### config.mk
export PLATFORM = sky130hd
export DESIGN_NAME = ambient_rejecting_photodiode_integrator_top
export DESIGN_NICKNAME = d
export VERILOG_FILES = /design/src/design/arpi_pkg.sv /design/src/design/arpi_lane.sv /design/src/design/arpi_ctrl.sv /design/src/design/arpi_outbuf.sv /design/src/design/ambient_rejecting_photodiode_integrator_top.sv
export SDC_FILE = /design/constraint.sdc
export NUM_CORES = 2
export LEC_CHECK = 0
export BUFFER_PORTS_ARGS = -buffer_cell sky130_fd_sc_hd__clkbuf_2
export CAP_MARGIN = 20
export CORE_AREA = 4 4 305 307
export DETAILED_ROUTE_END_ITERATION = 12
export DIE_AREA = 0 0 309 311
export PLACE_DENSITY = 0.68
export SLEW_MARGIN = 30
export SYNTH_ARGS = -nofsm -noshare
export SYNTH_HDL_FRONTEND = slang
export SYNTH_SLANG_ARGS = --single-unit
### constraint.sdc
create_clock -name clk_i -period 23.4 [get_ports clk_i]
set_input_delay 7.02 -clock clk_i [delete_from_list [all_inputs] [get_ports clk_i]]
set_output_delay 7.02 -clock clk_i [all_outputs]
set_load 0.01 [all_outputs]
### src/design/arpi_pkg.sv
// Shared types and constants for the ambient-rejecting photodiode integrator.
// No dependencies; imported by every module of the block.
`default_nettype none

package arpi_pkg;

  // Datapath sizing
  localparam int NUM_CHANNELS = 7;
  localparam int SAMPLE_BITS  = 12;
  localparam int SUM_BITS     = 32;
  localparam int WIN_BITS     = 10;
  localparam int PAIR_BITS    = 15;

  typedef logic signed [SAMPLE_BITS-1:0] sample_t;
  typedef logic signed [SUM_BITS-1:0]    sum_t;
  typedef logic [WIN_BITS-1:0]           win_t;
  typedef logic [PAIR_BITS-1:0]          pair_t;

  // Saturation bounds of a channel sum
  localparam sum_t SUM_MAX = sum_t'({1'b0, {(SUM_BITS-1){1'b1}}});
  localparam sum_t SUM_MIN = sum_t'({1'b1, {(SUM_BITS-1){1'b0}}});

  localparam pair_t PAIR_MAX     = '1;
  localparam win_t  PERIOD_RESET = win_t'(64);

  // Per-item lane control from the sequencer
  typedef struct packed {
    logic en;    // item accepted this cycle
    logic add;   // LED-on phase: add, else subtract
    logic snap;  // snapshot taken: emit and clear
  } lane_ctl_t;

  // One result item
  typedef struct packed {
    logic                         led_on;
    logic                         snap_valid;
    logic [NUM_CHANNELS-1:0][SUM_BITS-1:0] sums;
    pair_t                        pairs;
  } result_t;

endpackage

`default_nettype wire

### src/design/arpi_lane.sv
// One channel lane: saturating on-minus-off accumulator with snapshot clear.
// Depends on arpi_pkg.
`default_nettype none

module arpi_lane
  import arpi_pkg::*;
(
  input  wire       clk_i,
  input  wire       rst_ni,
  input  lane_ctl_t ctl_i,
  input  sample_t   sample_i,
  output sum_t      snap_o
);

  sum_t                   sum_q, sum_d;
  logic signed [SUM_BITS:0] wide_sum;
  logic signed [SUM_BITS:0] ext_sample;
  logic signed [SUM_BITS:0] ext_sum;
  sum_t                   acc;

  // Add or subtract one sample with a guard bit, then clamp
  always_comb begin
    ext_sample = (SUM_BITS+1)'(sample_i);
    ext_sum    = (SUM_BITS+1)'(sum_q);
    wide_sum   = ctl_i.add ? (ext_sum + ext_sample) : (ext_sum - ext_sample);
    if (wide_sum[SUM_BITS] != wide_sum[SUM_BITS-1]) begin
      acc = wide_sum[SUM_BITS] ? SUM_MIN : SUM_MAX;
    end else begin
      acc = sum_t'(wide_sum[SUM_BITS-1:0]);
    end
    sum_d  = ctl_i.snap ? '0 : acc;
    snap_o = ctl_i.snap ? acc : '0;
  end

  always_ff @(posedge clk_i or negedge rst_ni) begin
    if (!rst_ni) begin
      sum_q <= '0;
    end else if (ctl_i.en) begin
      sum_q <= sum_d;
    end
  end

endmodule

`default_nettype wire

### src/design/arpi_ctrl.sv
// Phase, pair and window sequencer plus the period register.
// Depends on arpi_pkg; drives the lane control of all channels.
`default_nettype none

module arpi_ctrl
  import arpi_pkg::*;
(
  input  wire       clk_i,
  input  wire       rst_ni,
  input  wire       cfg_we_i,
  input  win_t      cfg_wdata_i,
  input  wire       accept_i,
  input  wire       request_i,
  output lane_ctl_t ctl_o,
  output logic      led_on_o,
  output pair_t     pairs_o
);

  logic  phase_q, phase_d;
  pair_t pairs_q, pairs_d, pairs_inc;
  win_t  win_q, win_d, win_inc;
  win_t  period_q;
  logic  wrap;
  logic  snap;

  // Next state per accepted item
  always_comb begin
    pairs_inc = (pairs_q == PAIR_MAX) ? pairs_q : pairs_q + pair_t'(1);
    win_inc   = win_q + win_t'(1);
    wrap      = !phase_q && (win_inc >= period_q);
    snap      = wrap && request_i;
    phase_d   = !phase_q;
    pairs_d   = pairs_q;
    win_d     = win_q;
    if (!phase_q) begin
      pairs_d = snap ? '0 : pairs_inc;
      win_d   = wrap ? '0 : win_inc;
    end
  end

  assign ctl_o.en   = accept_i;
  assign ctl_o.add  = phase_q;
  assign ctl_o.snap = accept_i && snap;
  assign led_on_o   = phase_d;
  assign pairs_o    = snap ? pairs_inc : '0;

  always_ff @(posedge clk_i or negedge rst_ni) begin
    if (!rst_ni) begin
      phase_q <= 1'b1;
      pairs_q <= '0;
      win_q   <= '0;
    end else if (accept_i) begin
      phase_q <= phase_d;
      pairs_q <= pairs_d;
      win_q   <= win_d;
    end
  end

  // Period register
  always_ff @(posedge clk_i or negedge rst_ni) begin
    if (!rst_ni) begin
      period_q <= PERIOD_RESET;
    end else if (cfg_we_i) begin
      period_q <= cfg_wdata_i;
    end
  end

  // Every accepted item flips the LED phase
  a_phase_toggle: assert property (@(posedge clk_i) disable iff (!rst_ni)
    accept_i |=> (phase_q != $past(phase_q)))
    else $error("phase did not toggle");

  // A snapshot restarts the window and the pair count
  a_snap_clear: assert property (@(posedge clk_i) disable iff (!rst_ni)
    ctl_o.snap |=> (win_q == '0 && pairs_q == '0))
    else $error("snapshot did not clear counters");

  // Snapshots only close an off phase
  a_snap_off: assert property (@(posedge clk_i) disable iff (!rst_ni)
    ctl_o.snap |-> !phase_q)
    else $error("snapshot in on phase");

endmodule

`default_nettype wire

### src/design/arpi_outbuf.sv
// Output register with a one-entry skid stage for result items.
// Depends on arpi_pkg.
`default_nettype none

module arpi_outbuf
  import arpi_pkg::*;
(
  input  wire     clk_i,
  input  wire     rst_ni,
  input  wire     in_valid_i,
  output logic    in_stall_o,
  input  result_t in_data_i,
  output logic    out_valid_o,
  input  wire     out_stall_i,
  output result_t out_data_o
);

  logic    out_valid_q, skid_valid_q;
  result_t out_q, skid_q;
  logic    accept, take;

  assign in_stall_o  = skid_valid_q;
  assign accept      = in_valid_i && !skid_valid_q;
  assign take        = out_valid_q && !out_stall_i;
  assign out_valid_o = out_valid_q;
  assign out_data_o  = out_q;

  // Occupancy
  always_ff @(posedge clk_i or negedge rst_ni) begin
    if (!rst_ni) begin
      out_valid_q  <= 1'b0;
      skid_valid_q <= 1'b0;
    end else if (accept) begin
      if (out_valid_q && !take) begin
        skid_valid_q <= 1'b1;
      end else begin
        out_valid_q <= 1'b1;
      end
    end else if (take) begin
      if (skid_valid_q) begin
        skid_valid_q <= 1'b0;
      end else begin
        out_valid_q <= 1'b0;
      end
    end
  end

  // Payload
  always_ff @(posedge clk_i) begin
    if (accept) begin
      if (out_valid_q && !take) begin
        skid_q <= in_data_i;
      end else begin
        out_q <= in_data_i;
      end
    end else if (take && skid_valid_q) begin
      out_q <= skid_q;
    end
  end

  // Skid never holds an item ahead of an empty output register
  a_skid_order: assert property (@(posedge clk_i) disable iff (!rst_ni)
    skid_valid_q |-> out_valid_q)
    else $error("skid full with output empty");

  // Skid fills only when the output was held
  a_skid_fill: assert property (@(posedge clk_i) disable iff (!rst_ni)
    $rose(skid_valid_q) |-> $past(out_valid_q && out_stall_i))
    else $error("skid filled without a stall");

  // A skid item moves up when the output is taken
  a_skid_move: assert property (@(posedge clk_i) disable iff (!rst_ni)
    (skid_valid_q && take) |=> (out_valid_q && !skid_valid_q && out_q == $past(skid_q)))
    else $error("skid item lost");

endmodule

`default_nettype wire

### src/design/ambient_rejecting_photodiode_integrator_top.sv
// Top level of the ambient-rejecting photodiode integrator.
// Depends on arpi_pkg, arpi_lane, arpi_ctrl and arpi_outbuf.
//
// One item (a sweep of seven samples plus a request flag) is accepted per clock
// cycle while in_stall_o is low; the seven channel lanes update their saturating
// accumulators in parallel in that cycle. Each result item is registered in the
// output register or the skid stage, and every item yields exactly one result
// item. A one-entry skid stage sits behind the output register, so an item is
// still taken while a result waits; in_stall_o rises only when both are full.
// oversample_pairs is written through cfg_we_i and cfg_wdata_i; the user must do
// so only while the block is idle (not enforced by the block); reset value 64.
`default_nettype none

module ambient_rejecting_photodiode_integrator_top
  import arpi_pkg::*;
(
  input  wire         clk_i,
  input  wire         rst_ni,
  input  wire         cfg_we_i,
  input  wire  [9:0]  cfg_wdata_i,
  input  wire         in_valid_i,
  output logic        in_stall_o,
  input  wire  signed [11:0] sample_0_i,
  input  wire  signed [11:0] sample_1_i,
  input  wire  signed [11:0] sample_2_i,
  input  wire  signed [11:0] sample_3_i,
  input  wire  signed [11:0] sample_4_i,
  input  wire  signed [11:0] sample_5_i,
  input  wire  signed [11:0] sample_6_i,
  input  wire         request_i,
  output logic        out_valid_o,
  input  wire         out_stall_i,
  output logic        led_on_o,
  output logic        snapshot_valid_o,
  output logic signed [31:0] sum_0_o,
  output logic signed [31:0] sum_1_o,
  output logic signed [31:0] sum_2_o,
  output logic signed [31:0] sum_3_o,
  output logic signed [31:0] sum_4_o,
  output logic signed [31:0] sum_5_o,
  output logic signed [31:0] sum_6_o,
  output logic [14:0] pair_count_o
);

  sample_t   samples [NUM_CHANNELS];
  sum_t      snaps   [NUM_CHANNELS];
  lane_ctl_t ctl;
  logic      accept;
  logic      led_on;
  pair_t     pairs;
  result_t   res_in, res_out;

  assign samples[0] = sample_0_i;
  assign samples[1] = sample_1_i;
  assign samples[2] = sample_2_i;
  assign samples[3] = sample_3_i;
  assign samples[4] = sample_4_i;
  assign samples[5] = sample_5_i;
  assign samples[6] = sample_6_i;

  assign accept = in_valid_i && !in_stall_o;

  // Sequencer
  arpi_ctrl u_ctrl (
    .clk_i      (clk_i),
    .rst_ni     (rst_ni),
    .cfg_we_i   (cfg_we_i),
    .cfg_wdata_i(win_t'(cfg_wdata_i)),
    .accept_i   (accept),
    .request_i  (request_i),
    .ctl_o      (ctl),
    .led_on_o   (led_on),
    .pairs_o    (pairs)
  );

  // Channel lanes
  for (genvar g = 0; g < NUM_CHANNELS; g++) begin : g_lane
    arpi_lane u_lane (
      .clk_i   (clk_i),
      .rst_ni  (rst_ni),
      .ctl_i   (ctl),
      .sample_i(samples[g]),
      .snap_o  (snaps[g])
    );
    assign res_in.sums[g] = snaps[g];
  end

  // Merge lane snapshots with the sequencer outputs
  assign res_in.led_on     = led_on;
  assign res_in.snap_valid = ctl.snap;
  assign res_in.pairs      = pairs;

  arpi_outbuf u_outbuf (
    .clk_i      (clk_i),
    .rst_ni     (rst_ni),
    .in_valid_i (in_valid_i),
    .in_stall_o (in_stall_o),
    .in_data_i  (res_in),
    .out_valid_o(out_valid_o),
    .out_stall_i(out_stall_i),
    .out_data_o (res_out)
  );

  assign led_on_o         = res_out.led_on;
  assign snapshot_valid_o = res_out.snap_valid;
  assign sum_0_o          = $signed(res_out.sums[0]);
  assign sum_1_o          = $signed(res_out.sums[1]);
  assign sum_2_o          = $signed(res_out.sums[2]);
  assign sum_3_o          = $signed(res_out.sums[3]);
  assign sum_4_o          = $signed(res_out.sums[4]);
  assign sum_5_o          = $signed(res_out.sums[5]);
  assign sum_6_o          = $signed(res_out.sums[6]);
  assign pair_count_o     = res_out.pairs;

endmodule

`default_nettype wire
=== Yosys cells after proc, flatten, opt, wreduce, memory -nomap -nowiden ===
Cells that the tools add are included.

* Output and inout port bits: 243
* Input port bits: 100
* Register bits after elaboration: 744
* Word-level logic and storage cells: 129

* Reductions and logical operators: 18
* Add/subtract/negate cells: 16
* Order comparisons: 1
* Bitwise gates (word level): 1
* Mux-type cells: 49
* Eq/ne operators: 11

{| class="wikitable"
|+ Operators with widths
! operator !! count
|-
| 2-to-1 mux 32 bit || 28
|-
| 2-to-1 mux 241 bit || 3
|-
| adder 32 x 12 -> 33 bit || 7
|-
| 2-to-1 mux 33 bit || 7
|-
| subtractor 32 x 12 -> 33 bit || 7
|-
| 2-to-1 mux 15 bit || 3
|-
| adder 15 x 1 -> 15 bit (second input constant) || 1
|-
| == test 15 bit (second input constant) || 1
|-
| adder 10 x 1 -> 10 bit (second input constant) || 1
|-
| >= comparator 10 bit || 1
|-
| 2-to-1 mux 10 bit || 1
|-
| AND reduction 2 bit || 4
|-
| logical AND 1 bit || 7
|-
| 2-to-1 mux 1 bit || 7
|-
| != test 1 bit || 7
|-
| logical NOT 1 bit || 4
|-
| != test 2 bit (second input constant) || 2
|-
| nonzero test 2 bit || 2
|-
| AND reduction 3 bit || 1
|-
| != test 2 x 1 -> 1 bit (second input constant) || 1
|-
| inverter 1 bit || 1
|}

=== Depth between registers and ports, before layout ===
* Depth in word-level cells: 8
* Depth in mapped cells: 27
* Mapped depth without buffers: 25

=== Hierarchy ===
From an unflattened synthesis, not the netlist that was laid out.

* Cell total of the unflattened synthesis: 4,673
* Area, all modules: 47,883.4 sq um

{| class="wikitable"
|+ By module, submodules not included
! module !! seq. area each (sq um) !! area an instance (sq um) !! cells each !! instances
|-
| arpi_outbuf || 14,523.9 || 18,128.6 || 762 || 1
|-
| arpi_lane (g_lane[0].u_lane ...) || 800.8 || 4,030.1 || 524 || 4
|-
| arpi_lane (g_lane[1].u_lane) || 800.8 || 3,842.4 || 526 || 1
|-
| arpi_lane (g_lane[6].u_lane) || 800.8 || 3,747.3 || 510 || 1
|-
| arpi_lane (g_lane[5].u_lane) || 800.8 || 3,682.3 || 504 || 1
|-
| arpi_ctrl || 903.4 || 2,348.5 || 274 || 1
|-
| ambient_rejecting_photodiode_integrator_top || 0.0 || 13.8 || 1 || 1
|}

=== Least setup slack after synthesis ===
OpenSTA, ideal clock, no wires.

* Path kind: input to register
* From: input in_valid_i
* To: register u_outbuf.out_q (netlist bit u_outbuf.out_data_o[0]) (enable)
* Setup time: 0.849 ns
* Path slack: 5.349 ns
* Stages: 3
* Required time: 22.551 ns
* Path buffers: 0
* Arrival: 17.203 ns
* Path through: a21oi_1 > a21oi_1 > nor2_1

* Cells in the longest elaborated chain, start to end: 3
* Elaborated cells on any way between the ends: 4
* Classes of those cells: eq/ne (1); reduce/logical (3)

{| class="wikitable"
|+ RTL lines
! what !! line !! text
|-
| from (decl) || ambient_rejecting_photodiode_integrator_top.sv:21 || <nowiki>input wire in_valid_i,</nowiki>
|-
| logical AND 1 bit (*) || arpi_outbuf.sv:23 || <nowiki>assign accept = in_valid_i && !skid_valid_q;</nowiki>
|-
| != test 2 bit (no line) or nonzero test 2 bit (tied branches) || -- ||
|-
| AND reduction 2 bit (no line) (*) || -- ||
|-
| to (signal assigned) || arpi_outbuf.sv:54 || <nowiki>out_q <= in_data_i;</nowiki>
|-
| to (signal assigned) || arpi_outbuf.sv:57 || <nowiki>out_q <= skid_q;</nowiki>
|-
| to (decl) || arpi_outbuf.sv:19 || <nowiki>result_t out_q, skid_q;</nowiki>
|}

Every way passes the cells marked *; elsewhere a longest branch is shown, timed or not.
A chain may end at the register's enable or synchronous reset.

=== Worst setup path after layout ===
* From: input sample_2_i[5]
* To: register u_outbuf.out_q (netlist bit u_outbuf.out_data_o[107]), data pin

* Cells in the longest elaborated chain, start to end: 7
* Elaborated cells on any way between the ends: 9
* Classes of those cells: add/sub (2); eq/ne (1); mux (6)

{| class="wikitable"
|+ RTL lines
! what !! line !! text
|-
| from (decl) || ambient_rejecting_photodiode_integrator_top.sv:25 || <nowiki>input wire signed [11:0] sample_2_i,</nowiki>
|-
| subtractor 32 x 12 -> 33 bit or adder 32 x 12 -> 33 bit (tied branches) || arpi_lane.sv:25 || <nowiki>wide_sum = ctl_i.add ? (ext_sum + ext_sample) : (ext_sum - ext_sample);</nowiki>
|-
| 2-to-1 mux 33 bit (*) || arpi_lane.sv:25 ||
|-
| 2-to-1 mux 32 bit or != test 1 bit (tied branches) || arpi_lane.sv:27, arpi_lane.sv:26 ||
|-
| 2-to-1 mux 32 bit (*) || arpi_lane.sv:26 || <nowiki>if (wide_sum[SUM_BITS] != wide_sum[SUM_BITS-1]) begin</nowiki>
|-
| 2-to-1 mux 32 bit (*) || arpi_lane.sv:32 || <nowiki>snap_o = ctl_i.snap ? acc : '0;</nowiki>
|-
| net g_lane[2].u_lane.snap_o[28] || arpi_lane.sv:12 || <nowiki>output sum_t snap_o</nowiki>
|-
| 2-to-1 mux 241 bit (*) || arpi_outbuf.sv:51 || <nowiki>if (out_valid_q && !take) begin</nowiki>
|-
| 2-to-1 mux 241 bit (*) || arpi_outbuf.sv:50 || <nowiki>if (accept) begin</nowiki>
|}

The timed path passes the listed nets; every way through them passes the cells marked *. The select of a mux whose other input is x is not followed.

==> impl_metrics.csv <==
group,metric,value,unit
grt,grt_pass1_vias,35182,
place,hpwl,87100,um
synthesis,synth.avg_cell_area,9.60,um^2
synthesis,yosysTopAreaCell,"edfxtp_1",
synthesis,ys_seq_area_share,46.9,%
worst_setup_path,end_kind,"flop",
synthesis,muxShareOfSynthArea,0.513,%
grt,grt_pass1_wl,196000,um
clock_network,cts_sinks,744,
grt,grt_max_degree,159,
timing,drv_slew,0,
die,fp.dieH,311,um
place,port_buffers,342,
grt,grtUsageTotal,25.4,%
detailed_routing,vias,36184,
timing,tns,0,ns
worst_setup_path,start_kind,"primary input",
timing,relSlewSlack,34.5,%
synthesis,yosys-top-cells-area,"edfxtp_1, dfrtp_1, ha_1",
synthesis,yosysTopAreaCellShare,32.3,%
worst_setup_path,path_class,"primary input to flop",
timing,rsz0062_at_grt,"no",
synthesis,synthXorXnorAreaFrac,5.98,%
timing,fmaxAchievable,0.0729,GHz
detailed_routing,antenna_left,0,
cells_and_area,synthToLayoutAreaGrowth,12.6,%
cells_and_area,drive_gt1_share,12.1,%
synthesis,synth_compound_area_share,21.6,%
die,core_area,90000,um^2
detailed_routing,drc_errors,0,
timing,min_period,13.71,ns
clock_network,cts-buffers-inserted,83,
worst_setup_path,r2r_setup_slack,14.94,ns
synthesis,synth-async-reset-ratio,35.2,%
detailed_routing,wire_per_inst,20.3,um
run,drv_cap,0,
clock_network,cts_tree,"built",
detailed_routing,drtIter0Drc,3117,
clock_network,cts-root-buf,"clkbuf_16",
die,ioPinCount,343,
clock_network,postCtsSetupRepairBufs,0,
timing,worstMarginPinSlew,0.982,ns
cells_and_area,finalNetCount,5312,
die,num_rows,110,
synthesis,syn_area,44900,um^2
die,die_w,309,um
timing,hold_violations,0,
synthesis,synth-edff-count,482,
worst_setup_path,worstPathArrival,14.12,ns
synthesis,synthAdderAreaFrac,8.65,%
timing,finalSetupViolCount,0,
worst_setup_path,crit_path_max_fanout,29,
synthesis,synth_ff_type,"edfxtp_1",
outcome,outcome,"complete, no violations",
synthesis,ys_warn_count,0,
synthesis,synth_seq_cells,744,
clock_network,cts_buffer_depth,3,
detailed_routing,firstDrtPassIters,5,
die,die_area,96100,um^2
grt,antenna_found_initial,8,
detailed_routing,drt-total-wl,125000,um
clock_network,cts_hold_buf,0,
synthesis,synthSimpleGateAreaFrac,13.2,%
synthesis,syn-num-nets,5076,
timing,timing.final.crit_share,58.6,%
clock_network,clkTransAtPathRegs,0.06,ns
place,place_congestion,0.931,
synthesis,ys_types,89,
synthesis,synth_top_family_by_area,"compound AO/OA/AOI/OAI gates",
synthesis,syn_inst,4670,
detailed_routing,viasPerCell,5.88,
worst_setup_path,cp.required,23.81,ns
worst_hold_path,hp-class,"flop to flop",
die,start_util,49.8,%
clock_network,post_cts_resized,0,
cells_and_area,layout_common_cells,"nor2_1, nand2_1, edfxtp_1",
grt,grt.overflow.total,0,
timing,fin_skew,0.0248,ns
cells_and_area,final_common_cell,"nor2_1",
clock_network,clock_latency,0.66,ns
clock_network,cts-htree-levels,3,
per-stage QoR:
step	std cells	hold WS, ns	instance area (um^2)	setup WS (ns)	utilization, %
after global routing	6157	0.505	50500	9.25	56.1
after floorplan	4670	0.445	44900	5.35	-
final	6157	0.482	50500	9.69	56.1
after CTS	6149	0.484	50400	9.71	56.0
after detailed placement	5995	0.471	47500	9.03	52.8
after global placement	5993	0.464	47500	8.80	52.8
sequential cells by signal, indices dropped and copies added (netlist names):
| signal | flops |
|---|---|
| u_outbuf.out_valid_o | 1 |
| g_lane.u_lane.sum_q | 224 |
| u_outbuf.skid_q | 241 |
| u_ctrl.pairs_q | 15 |
| u_outbuf.in_stall_o | 1 |
| u_outbuf.out_data_o | 241 |
| u_ctrl.phase_q | 1 |
| u_ctrl.win_q | 10 |
| u_ctrl.period_q | 10 |
routing by layer:
layer / part of all wire [%] / vias to the layer above / wire, um / GRT usage [%]
met5: 0.019 / - / 24 / 0
met4: 2.2 / 4 / 2800 / 6.98
met3: 6.6 / 169 / 8280 / 4.56
met2: 46 / 1107 / 57300 / 40.4
met1: 45 / 17463 / 56800 / 35.8
li1: - / 17441 / - / -
critical path, cell delays in order:
cell      delay (ns)
clkbuf_2        0.10
or4_1           0.57
nor2_1          0.11
nand2_1         0.07
nor4_1          0.19
buf_4           0.22
nand2_1         0.07
ha_1            0.28
a21oi_1         0.06
ha_1            0.36
o211ai_1        0.17
o21a_1          0.24
or4_1           0.46
a21oi_1         0.19
o41ai_2         0.12
o31ai_1         0.37
a21o_1          0.17
a21oi_1         0.10
xnor2_1         0.14
ha_1            0.89
clkinv_1        0.80
a21oi_1         0.32
a311oi_1        0.13
nand2_2         0.54
o21ba_2         0.25
a21o_1          0.15
cell usage after synthesis (all sizes together), types with 33 or more instances:
master / n
a211oi: 42
a21o: 272
a21oi: 472
clkbuf: 205
dfrtp: 260
edfxtp: 482
ha: 299
inv: 125
nand2: 511
nand3: 68
nand4: 34
nor2: 533
nor3: 60
o211ai: 33
o21a: 38
o21ai: 424
o21bai: 33
o31ai: 36
xnor2: 154
xor2: 152
cell families after synthesis:
| kind of cell | after synthesis |
|---|---|
| multiplexers | 21 |
| AO/OA/AOI/OAI | 1554 |
| flip-flops | 744 |
| AND/OR/NAND/NOR | 1374 |
| XOR/XNOR | 306 |
| buffers and inverters | 365 |
| adder cells (fa/ha/maj) | 306 |
final cells by class:
class | count | area [um^2]
fillers | 8119 | 39500
clock inverters | 48 | 617
inverters | 128 | 482
multi-input cells | 3561 | 22500
well taps | 1176 | 1470
clock buffers | 106 | 2270
diodes | 6 | 15.0
repair buffers | 388 | 2140
flip-flops and latches | 744 | 21000
worst paths after layout:
kind                                            startpoint                         end  cells after the start
worst min-delay path            g_lane[1].u_lane.sum_q[28]  g_lane[1].u_lane.sum_q[28]                      2
worst min register to register  g_lane[1].u_lane.sum_q[28]  g_lane[1].u_lane.sum_q[28]                      2
min in group asynchronous                           rst_ni   g_lane[2].u_lane.sum_q[7]                      1
worst max-delay path                         sample_2_i[5]    u_outbuf.out_data_o[107]                     26
max in group asynchronous                           rst_ni  g_lane[6].u_lane.sum_q[25]                      3
worst max register to register              u_ctrl.phase_q    u_outbuf.out_data_o[107]                     21
Power is not shown: default switching activity piles up to over one toggle a cycle in this logic, so the estimate is an artifact.
